### config.mk
export PLATFORM = sky130hd
export DESIGN_NAME = rectilinear_polygon_lattice_count_top
export DESIGN_NICKNAME = d
export VERILOG_FILES = /design/src/rplc_pkg.sv /design/src/rectilinear_polygon_lattice_count_top.sv
export SDC_FILE = /design/constraint.sdc
export NUM_CORES = 2
export LEC_CHECK = 0
export BUFFER_PORTS_ARGS = -buffer_cell sky130_fd_sc_hd__buf_2
export CAP_MARGIN = 20
export CORE_AREA = 2 2 297 299
export CTS_CLUSTER_SIZE = 25
export DETAILED_ROUTE_END_ITERATION = 8
export DIE_AREA = 0 0 299 301
export PLACE_DENSITY = 0.73
export SETUP_SLACK_MARGIN = 0.3
export SLEW_MARGIN = 20
export SYNTH_ARGS = -nofsm -noshare
export SYNTH_HDL_FRONTEND = slang
export SYNTH_SLANG_ARGS = --single-unit
### constraint.sdc
create_clock -name aclk -period 15.1 [get_ports aclk]
set_clock_uncertainty 0.1 [all_clocks]
set_input_delay 3.02 -clock aclk [delete_from_list [all_inputs] [get_ports aclk]]
set_output_delay 3.02 -clock aclk [all_outputs]
set_load 0.03 [all_outputs]
### src/rplc_pkg.sv
// Package for the rectilinear polygon lattice point counter.
// Holds the widths, direction codes and stream layout. No dependencies.
`timescale 1ns / 1ps
`default_nettype none

package rplc_pkg;

    // Coordinate and step widths
    localparam int COORD_BITS = 32;
    localparam int DIST_BITS  = 20;

    // Accumulator and result widths
    localparam int AREA_W  = 64;
    localparam int BOUND_W = 48;
    localparam int COUNT_W = 63;

    // Position update is worked at this width so that wrap can be seen
    localparam int MOVE_W = ((COORD_BITS > DIST_BITS) ? COORD_BITS : DIST_BITS) + 2;

    // Area term: magnitude times distance, widened to at least 65 bits for checks
    localparam int PROD_W = COORD_BITS + DIST_BITS;
    localparam int PEXT_W = (PROD_W > AREA_W) ? PROD_W : AREA_W + 1;

    // Stream field widths
    localparam int DIR_W       = 2;
    localparam int DIST_FIELD_W = 20;
    localparam int S_TDATA_W   = 24;
    localparam int M_TDATA_W   = 64;

    // Direction codes
    localparam logic [DIR_W-1:0] DIR_UP    = 2'd0;
    localparam logic [DIR_W-1:0] DIR_LEFT  = 2'd1;
    localparam logic [DIR_W-1:0] DIR_DOWN  = 2'd2;
    localparam logic [DIR_W-1:0] DIR_RIGHT = 2'd3;

endpackage

`default_nettype wire

### src/rectilinear_polygon_lattice_count_top.sv
// Rectilinear polygon lattice point counter: walks moves, accumulates shoelace area and perimeter.
// The count passes the stage 1, stage 2 and result registers after the final move is taken.
// Throughput: one move per cycle, set by the position update and area accumulate;
// a final move, and the moves behind it, wait only while an earlier count is still held at the output.
// Reset (aresetn low, synchronous): position, area, perimeter and flags cleared, pipe empty.
// Depends on rplc_pkg.
`timescale 1ns / 1ps
`default_nettype none

module rectilinear_polygon_lattice_count_top (
    input  wire logic                            aclk,
    input  wire logic                            aresetn,
    // move stream
    input  wire logic                            s_tvalid,
    output logic                                 s_tready,
    input  wire logic [rplc_pkg::S_TDATA_W-1:0]  s_tdata,   // [1:0] direction, [21:2] distance
    input  wire logic                            s_tlast,   // final_move
    // count stream
    output logic                                 m_tvalid,
    input  wire logic                            m_tready,
    output logic [rplc_pkg::M_TDATA_W-1:0]       m_tdata    // [62:0] point_count, [63] overflow
);

    localparam int C  = rplc_pkg::COORD_BITS;
    localparam int D  = rplc_pkg::DIST_BITS;
    localparam int A  = rplc_pkg::AREA_W;
    localparam int B  = rplc_pkg::BOUND_W;
    localparam int MW = rplc_pkg::MOVE_W;
    localparam int PW = rplc_pkg::PROD_W;
    localparam int EW = rplc_pkg::PEXT_W;

    // ---------------------------------------------------------------
    // Registers
    // ---------------------------------------------------------------
    logic signed [C-1:0] pos_x_reg, pos_x_next;
    logic signed [C-1:0] pos_y_reg, pos_y_next;
    logic [B-1:0]        bound_reg, bound_next;
    logic [A-1:0]        area_reg,  area_next;
    logic                ovf_seen_reg, ovf_seen_next;

    // stage 1: area term of one move
    logic                p1_valid_reg, p1_valid_next;
    logic                p1_last_reg;
    logic [A-1:0]        p1_prod_reg;
    logic                p1_neg_reg;
    logic                p1_ovf_reg;
    logic [B-1:0]        p1_bound_reg;

    // stage 2: closed polygon totals
    logic                p2_valid_reg, p2_valid_next;
    logic [A-1:0]        p2_area_reg;
    logic [B-1:0]        p2_bound_reg;
    logic                p2_ovf_reg;

    // result register
    logic                        m_tvalid_reg, m_tvalid_next;
    logic [rplc_pkg::M_TDATA_W-1:0] m_tdata_reg;

    // ---------------------------------------------------------------
    // Flow control
    // ---------------------------------------------------------------
    logic accept, step1, step2, out_free;

    assign out_free = !m_tvalid_reg || m_tready;
    assign step2    = p2_valid_reg && out_free;
    assign step1    = p1_valid_reg && (!p1_last_reg || !p2_valid_reg || step2);
    assign s_tready = !p1_valid_reg || step1;
    assign accept   = s_tvalid && s_tready;

    // ---------------------------------------------------------------
    // Stage 0: position update and area term
    // ---------------------------------------------------------------
    logic [rplc_pkg::DIR_W-1:0] dir;
    logic [D-1:0]               step_len;
    logic signed [C-1:0]        area_c;
    logic                       area_negate;
    logic signed [C-1:0]        move_c;
    logic                       move_up;
    logic                       move_on_x;
    logic [MW-1:0]              move_ext;
    logic [MW-1:0]              moved;
    logic                       coord_ovf;
    logic [C-1:0]               mag;
    logic [PW-1:0]              prod;
    logic [EW-1:0]              prod_ext;
    logic                       term_neg;
    logic                       prod_ovf;
    logic [B:0]                 bound_sum;

    assign dir      = s_tdata[1:0];
    assign step_len = D'(s_tdata[21:2]);

    // pick the coordinate for the cross product and the one that moves
    always_comb begin
        area_c      = pos_x_reg;
        area_negate = 1'b0;
        move_c      = pos_y_reg;
        move_up     = 1'b1;
        move_on_x   = 1'b0;
        unique case (dir)
            rplc_pkg::DIR_UP: begin
                area_c      = pos_x_reg;
                area_negate = 1'b0;
                move_c      = pos_y_reg;
                move_up     = 1'b1;
                move_on_x   = 1'b0;
            end
            rplc_pkg::DIR_DOWN: begin
                area_c      = pos_x_reg;
                area_negate = 1'b1;
                move_c      = pos_y_reg;
                move_up     = 1'b0;
                move_on_x   = 1'b0;
            end
            rplc_pkg::DIR_RIGHT: begin
                area_c      = pos_y_reg;
                area_negate = 1'b1;
                move_c      = pos_x_reg;
                move_up     = 1'b1;
                move_on_x   = 1'b1;
            end
            rplc_pkg::DIR_LEFT: begin
                area_c      = pos_y_reg;
                area_negate = 1'b0;
                move_c      = pos_x_reg;
                move_up     = 1'b0;
                move_on_x   = 1'b1;
            end
            default: begin
                area_c      = pos_x_reg;
                area_negate = 1'b0;
                move_c      = pos_y_reg;
                move_up     = 1'b1;
                move_on_x   = 1'b0;
            end
        endcase
    end

    // new coordinate; wraps when the top bits no longer agree
    assign move_ext  = MW'(move_c);
    assign moved     = move_up ? (move_ext + MW'(step_len)) : (move_ext - MW'(step_len));
    assign coord_ovf = !((&moved[MW-1:C-1]) || !(|moved[MW-1:C-1]));

    // magnitude times distance, sign kept apart
    assign mag      = area_c[C-1] ? C'(~area_c + C'(1)) : C'(area_c);
    assign prod     = PW'(mag) * PW'(step_len);
    assign prod_ext = EW'(prod);
    assign term_neg = area_c[C-1] ^ area_negate;
    assign prod_ovf = (|prod_ext[EW-1:A])
                   || (!term_neg && prod_ext[A-1])
                   || (term_neg && prod_ext[A-1] && (|prod_ext[A-2:0]));

    // perimeter
    assign bound_sum = (B+1)'(bound_reg) + (B+1)'(step_len);

    always_comb begin
        pos_x_next = pos_x_reg;
        pos_y_next = pos_y_reg;
        bound_next = bound_reg;
        if (accept) begin
            if (s_tlast) begin
                pos_x_next = '0;
                pos_y_next = '0;
                bound_next = '0;
            end else begin
                bound_next = bound_sum[B-1:0];
                if (move_on_x) begin
                    pos_x_next = moved[C-1:0];
                end else begin
                    pos_y_next = moved[C-1:0];
                end
            end
        end
    end

    // ---------------------------------------------------------------
    // Stage 1: area accumulate
    // ---------------------------------------------------------------
    logic [A-1:0] area_sum;
    logic         term_msb;
    logic         add_ovf;
    logic         ovf_total;

    assign area_sum = area_reg + (p1_prod_reg ^ {A{p1_neg_reg}}) + A'(p1_neg_reg);
    assign term_msb = p1_neg_reg ? ((|p1_prod_reg)
                                    && (!p1_prod_reg[A-1] || !(|p1_prod_reg[A-2:0])))
                                 : p1_prod_reg[A-1];
    assign add_ovf   = (area_reg[A-1] == term_msb) && (area_sum[A-1] != area_reg[A-1]);
    assign ovf_total = ovf_seen_reg || p1_ovf_reg || add_ovf;

    always_comb begin
        area_next     = area_reg;
        ovf_seen_next = ovf_seen_reg;
        if (step1) begin
            if (p1_last_reg) begin
                area_next     = '0;
                ovf_seen_next = 1'b0;
            end else begin
                area_next     = area_sum;
                ovf_seen_next = ovf_total;
            end
        end
    end

    // ---------------------------------------------------------------
    // Stage 2: |area|/2 + perimeter/2 + 1
    // ---------------------------------------------------------------
    logic [A-1:0]                 area_mag;
    logic [rplc_pkg::COUNT_W-1:0] count;

    assign area_mag = p2_area_reg[A-1] ? (~p2_area_reg + A'(1)) : p2_area_reg;
    assign count    = rplc_pkg::COUNT_W'(area_mag >> 1)
                    + rplc_pkg::COUNT_W'(p2_bound_reg >> 1)
                    + rplc_pkg::COUNT_W'(1);

    // ---------------------------------------------------------------
    // Valid bits
    // ---------------------------------------------------------------
    always_comb begin
        p1_valid_next = p1_valid_reg;
        if (accept) begin
            p1_valid_next = 1'b1;
        end else if (step1) begin
            p1_valid_next = 1'b0;
        end

        p2_valid_next = p2_valid_reg;
        if (step1 && p1_last_reg) begin
            p2_valid_next = 1'b1;
        end else if (step2) begin
            p2_valid_next = 1'b0;
        end

        m_tvalid_next = m_tvalid_reg;
        if (step2) begin
            m_tvalid_next = 1'b1;
        end else if (m_tready) begin
            m_tvalid_next = 1'b0;
        end
    end

    // control and accumulator state
    always_ff @(posedge aclk) begin
        if (!aresetn) begin
            pos_x_reg    <= '0;
            pos_y_reg    <= '0;
            bound_reg    <= '0;
            area_reg     <= '0;
            ovf_seen_reg <= 1'b0;
            p1_valid_reg <= 1'b0;
            p2_valid_reg <= 1'b0;
            m_tvalid_reg <= 1'b0;
        end else begin
            pos_x_reg    <= pos_x_next;
            pos_y_reg    <= pos_y_next;
            bound_reg    <= bound_next;
            area_reg     <= area_next;
            ovf_seen_reg <= ovf_seen_next;
            p1_valid_reg <= p1_valid_next;
            p2_valid_reg <= p2_valid_next;
            m_tvalid_reg <= m_tvalid_next;
        end
    end

    // payload registers
    always_ff @(posedge aclk) begin
        if (accept) begin
            p1_last_reg  <= s_tlast;
            p1_prod_reg  <= prod_ext[A-1:0];
            p1_neg_reg   <= term_neg;
            p1_ovf_reg   <= coord_ovf || prod_ovf || bound_sum[B];
            p1_bound_reg <= bound_sum[B-1:0];
        end
        if (step1 && p1_last_reg) begin
            p2_area_reg  <= area_sum;
            p2_bound_reg <= p1_bound_reg;
            p2_ovf_reg   <= ovf_total;
        end
        if (step2) begin
            m_tdata_reg  <= {p2_ovf_reg, count};
        end
    end

    assign m_tvalid = m_tvalid_reg;
    assign m_tdata  = m_tdata_reg;

endmodule

`default_nettype wire
# Word-level counts from Yosys, hierarchy flattened
# Index checks and enable logic that the tools add are counted.
totals:
  regBits: 460
  input_bits: 29
  wordCells: 94
classes:
  addsub: 9
  mul: 1
  n_eq_ne: 6
  n_mux: 22
  bitwise_logic: 4
  reduce_logical: 35
ops:
  columns: ["cell", "n"]
  rows:
  - ["two-way mux 32 bit", 5]
  - ["two-way mux 64 bit", 2]
  - ["case mux 32 bit (2 select lines)", 2]
  - ["adder 64 x 1 -> 64 bit", 1]
  - ["adder 64 x 1 -> 64 bit, second input constant", 1]
  - ["adder 64 bit", 1]
  - ["NOT 64 bit", 1]
  - ["bitwise XOR 52 x 64 -> 64 bit", 1]
  - ["adder 63 x 1 -> 63 bit, second input constant", 1]
  - ["adder 63 x 47 -> 63 bit", 1]
  - ["multiplier 32 x 20 -> 52 bit", 1]
  - ["OR reduction 52 bit", 1]
  - ["adder 48 x 20 -> 49 bit", 1]
  - ["two-way mux 48 bit", 1]
  - ["two-way mux 34 bit", 1]
  - ["adder 32 x 21 -> 33 bit", 1]
  - ["subtractor 32 x 21 -> 33 bit", 1]
  - ["adder 32 x 2 -> 32 bit, second input constant", 1]
  - ["NOT 32 bit", 1]
  - ["OR reduction 2 bit", 6]
  - ["logical OR 1 bit", 8]
  - ["two-way mux 1 bit", 8]
  - ["nonzero test 2 bit", 4]
  - ["zero test 1 bit", 6]
  - ["12 further kinds", 20]

# Logic depth before layout (Yosys ltp)
logic_depth:
  depth_word: 10
  depth_mapped: 43
  depth_no_buf: 40

# Worst setup path after synthesis
# Ideal clock, no wire load.
synth_timing:
  kind: "input to register"
  from: "input port s_tdata[1] in the netlist's numbering"
  to: "register p1_prod_reg[50] (data pin)"
  arrival_ps: 13106
  slack_ps: 1635
  path_stages: 40
  path_cell_list: "inv_1 > ha_1 > nor2_1 > clkbuf_1 > clkbuf_1 > clkbuf_1 > buf_1 > mux2i_1 > ha_1 > o211a_1 > o2111a_1 > o2111a_1 > nor4b_1 > o21ai_1 > o21ai_0 > xor2_1 > clkbuf_1 > nand2_1 > (+4 left out) > fa_1 > fa_1 > fa_1 > inv_1 > fa_1 > inv_1 > ha_1 > clkbuf_1 > a21o_1 > a21o_1 > a21oi_1 > o311ai_0 > nor3_1 > a211oi_1 > nor2_1 > o21ai_0 > nor4b_1 > a211o_1"
synth_between:
  elab_chain_cells: 7
  elab_cells_between_ends: 11
  cone_classes: "1 x add/sub; 1 x mul; 3 x eq/ne; 2 x mux; 1 x bitwise; 3 x reduce/logical"
synth_rtl:
  columns: ["item", "line", "text"]
  rows:
  - ["start: declaration", "rectilinear_polygon_lattice_count_top.sv:16", "input wire logic [rplc_pkg::S_TDATA_W-1:0] s_tdata,"]
  - ["equality test 2 x 1 -> 1 bit, or another cell as far along", "rectilinear_polygon_lattice_count_top.sv:100", "unique case (dir)"]
  - ["OR reduction 2 bit (no source line)", null, null]
  - ["case mux 32 bit (2 select lines) (*)", "rectilinear_polygon_lattice_count_top.sv:100", null]
  - ["NOT 32 bit", "rectilinear_polygon_lattice_count_top.sv:145", "assign mag = area_c[C-1] ? C'(~area_c + C'(1)) : C'(area_c);"]
  - ["adder 32 x 2 -> 32 bit", "rectilinear_polygon_lattice_count_top.sv:145", null]
  - ["two-way mux 32 bit (*)", "rectilinear_polygon_lattice_count_top.sv:145", null]
  - ["multiplier 32 x 20 -> 52 bit (*)", "rectilinear_polygon_lattice_count_top.sv:146", "assign prod = PW'(mag) * PW'(step_len);"]
  - ["named net prod[50]", "rectilinear_polygon_lattice_count_top.sv:84", "logic [PW-1:0] prod;"]
  - ["end signal: assignment", "rectilinear_polygon_lattice_count_top.sv:269", "p1_prod_reg <= prod_ext[A-1:0];"]
  - ["end: declaration", "rectilinear_polygon_lattice_count_top.sv:44", "logic [A-1:0] p1_prod_reg;"]
# The timed path passes the listed nets; every way through them passes the cells marked *.
# A chain may end at the register's enable or synchronous reset.

# Worst setup path after layout
# Same ends and word-level chain as after synthesis.

==> summary.md <==
| Metric | Value |
|---|---|
| CP dominant cell by count | `fa_1` |
| Reg clk slew, reported paths | `0.06 ns` |
| All-layer global routing usage | `0.282` |
| CTS tree | `done` |
| Max-Cap Viols | `0` |
| Register area | `about 12000 sq um` |
| Post-Route Utilization | `0.606` |
| Worst Max-Slew Pin Slew | `1.13 ns` |
| Most frequent cells in the layout | `nand2_1 (682), inv_1 (633), fa_1 (540)` |
| Post-CTS Setup Inserts | `0` |
| Core region area | `86500 sq um` |
| Yosys reg bits | `458` |
| Worst-skew pair later-pin latency | `0.61 ns` |
| R2r endpoint | `p1_prod_reg[50]` |
| Crit path to | `p1_prod_reg[50]` |
| Worst setup EP type | `register` |
| Simple-Gate Fraction of Synth Area | `0.168` |
| CP arrival | `13.49 ns` |
| Slowest Stage Delay on Critical Path | `between 0.5 and 0.6 ns` |
| Final worst setup slack | `1.87 ns` |
| Fin crit period | `13.23 ns` |
| Port Buffer Count | `92` |
| Hold WS | `0.267 ns` |
| Root buffer cell | `clkbuf_16` |
| Synth cell types | `83` |
| First-pass GRT wire length | `204 mm` |
| # nets final | `6256` |
| Via count | `just under 40000` |
| Outcome | `complete, no violations` |
| Post-DP HPWL | `95.7 mm` |
| P per Cell Area | `160 nW/um^2` |
| Hold WC Path Type | `register to register` |
| Crit path max fanout | `32` |
| Post-synthesis compound-gate area fraction | `0.136` |
| Commonest non-fill, non-tap cell in the layout | `nand2_1` |
| Number of synthesized flops with an enable pin | `278` |
| Largest net degree at the start of global routing | `80` |
| Post-route ant nets | `0` |
| Die width | `299 um` |
| Vias/cell | `5.87` |
| Vias in the first global route | `38403` |
| Die height | `approximately 300 um` |
| Post-Place Cells | `6464` |
| Final WL | `between 100 and 150 mm` |
| Area Growth Syn to Fin | `6.47%` |
| Gate Count Post-Synth | `5438` |
| Total leakage power | `23.8 nW` |
| Part of the cycle the worst path needs | `0.876` |
| Setup WS pre-CTS | `1.46 ns` |
| Initial antenna violation count | `0` |
| Layout fillers | `7428` |
| Fmax | `0.0756 GHz` |
| Clk buf depth | `3` |
| Synth async-reset ratio | `0` |
| Cell Area, Synth | `49300 sq um` |
| Main combinational cell family by area after synthesis | `adder cells` |
| Syn Area/Cell | `9.06 sq um` |
| Worst setup startpoint | `s_tdata[1]` |
| Cells on worst reg2reg path | `33` |
| CTS sink count | `around 460` |
| Post-synthesis adder-cell area fraction | `0.303` |
| TNS Setup | `0 ns` |
| Setup CP Type | `primary input to register` |
| Post-route non-filler standard cell count | `6553` |
| # rows | `108` |
| RSZ-0062 raised after global routing | `false` |
| Mux cell area share after synthesis | `0.00772` |
| Residual DRC count | `0` |
| Num CTS Buffers | `47` |
| Per-cell routed wire length | `slightly below 20 um` |
| Initial core utilization | `0.569` |
| Slowest CP cell | `fa_1` |
| Ys Warns | `0` |
| Final hold viol count | `0` |
| Post-Synth XOR/XNOR Area | `0.0716` |
| Layout cells sized above 1 | `0.0548` |
| Multi-input gate area | `roughly 34000 sq um` |
| # resized after CTS | `0` |
| Reg2reg setup slack | `around 4.7 ns` |
| Worst endpoint required time | `15.37 ns` |
| I/O pin count | `95` |
| GRT overflow | `0` |
| Hold depth | `0` |
| Final setup vio count | `0` |
| DRT Pass-1 Iters | `5` |
| Register area share after synthesis | `0.243` |
| Startpoint Class | `primary input` |
| CTS Hold Buffers Added | `0` |
| Final Wtd Congestion | `0.948` |
| Synth Net Count | `approximately 6300` |
| R2r startpoint | `pos_x_reg[3]` |
| Die area | `~90000 sq um` |
| Slew HR | `0.235` |
| Fin. max-slew vios | `0` |
| DR iter-0 viols | `2829` |
| Max IR drop VDD | `0.226 mV` |
| Depth of the CTS H-tree | `2` |
| Top_reg_cell synth | `edfxtp_1` |
==> where the power goes <==
part	switching, mW	internal, mW
combinational	3.22	2.07
clock	0.518	0.801
sequential	0.108	1.67
==> cells by family (layout without fill, tap and decap cells) <==
| family | after synthesis | after routing |
|---|---|---|
| AND/OR/NAND/NOR | 1711 | 1711 |
| AO/OA/AOI/OAI | 1031 | 1031 |
| buffers and inverters | 931 | 890 |
| adder cells (fa/ha/maj) | 869 | 869 |
| flip-flops | 458 | 458 |
| XOR/XNOR | 400 | 400 |
| multiplexers | 38 | 38 |
| other | 0 | 1 |
==> through the flow <==
step | instance area (sq um) | power, mW
6_report | 52400 | 8.38
5_1_grt | 52400 | 9.11
4_1_cts | 52400 | 8.38
3_5_place_dp | 50700 | 7.04
3_3_place_gp | 50700 | 6.96
2_1_floorplan | 49300 | 5.72
==> critical path, delay by kind of cell <==
kind,cells,cell delay (ns)
AO/OA/AOI/OAI,11,2.90
adder cells (fa/ha/maj),10,4.43
multiplexers,1,0.36
buffers and inverters,7,0.71
XOR/XNOR,1,0.47
AND/OR/NAND/NOR,8,1.59
==> synth_stat cells (all sizes together) (26+ instances only) <==
| cell | count | area [sq um] |
|---|---|---|
| a21o | 137 | 1030 |
| a21oi | 320 | 1600 |
| a22o | 30 | 263 |
| a22oi | 53 | 398 |
| a31oi | 32 | 200 |
| and2 | 350 | 2190 |
| and3 | 26 | 163 |
| clkbuf | 281 | 1050 |
| dfxtp | 180 | 3600 |
| edfxtp | 278 | 8350 |
| fa | 540 | 10800 |
| ha | 329 | 4120 |
| inv | 633 | 2380 |
| mux2i | 38 | 380 |
| nand2 | 682 | 2560 |
| nand3 | 70 | 363 |
| nand4 | 60 | 375 |
| nor2 | 268 | 1010 |
| nor2b | 27 | 169 |
| nor3 | 82 | 415 |
| nor4 | 30 | 203 |
| o21a | 42 | 315 |
| o21ai | 172 | 861 |
| o21bai | 44 | 330 |
| o31ai | 33 | 248 |
| or3 | 35 | 219 |
| xnor2 | 246 | 2160 |
| xor2 | 153 | 1340 |
==> worst min-delay path by stage <==
stage,from,to
after global routing,p1_bound_reg[5],p2_bound_reg[5]
after floorplan,p2_ovf_reg,m_tdata[63]
after CTS,p1_bound_reg[5],p2_bound_reg[5]
final,p1_bound_reg[5],p2_bound_reg[5]
after detailed placement,p1_bound_reg[24],p2_bound_reg[24]
after global placement,p1_bound_reg[44],p2_bound_reg[44]
==> layout make-up <==
type,count,area share
Sequential cell,458,0.228
Tap cell,1155,0.0276
Clock buffer,61,0.0248
Antenna cell,1,0.0000477
Timing Repair Buffer,167,0.0195
Inverter,635,0.0456
Multi-Input combinational cell,4049,0.646
Clock inverter,27,0.00864
==> per-layer routing <==
metal	GRT usage	vias to the layer above	wire, um
li1	-	17969	-
met1	0.385	18968	54400
met2	0.475	1307	60100
met3	0.0271	235	7530
met4	0.0937	0	4240
met5	0	-	0
Note: power is estimated with default switching activity, not from simulation.
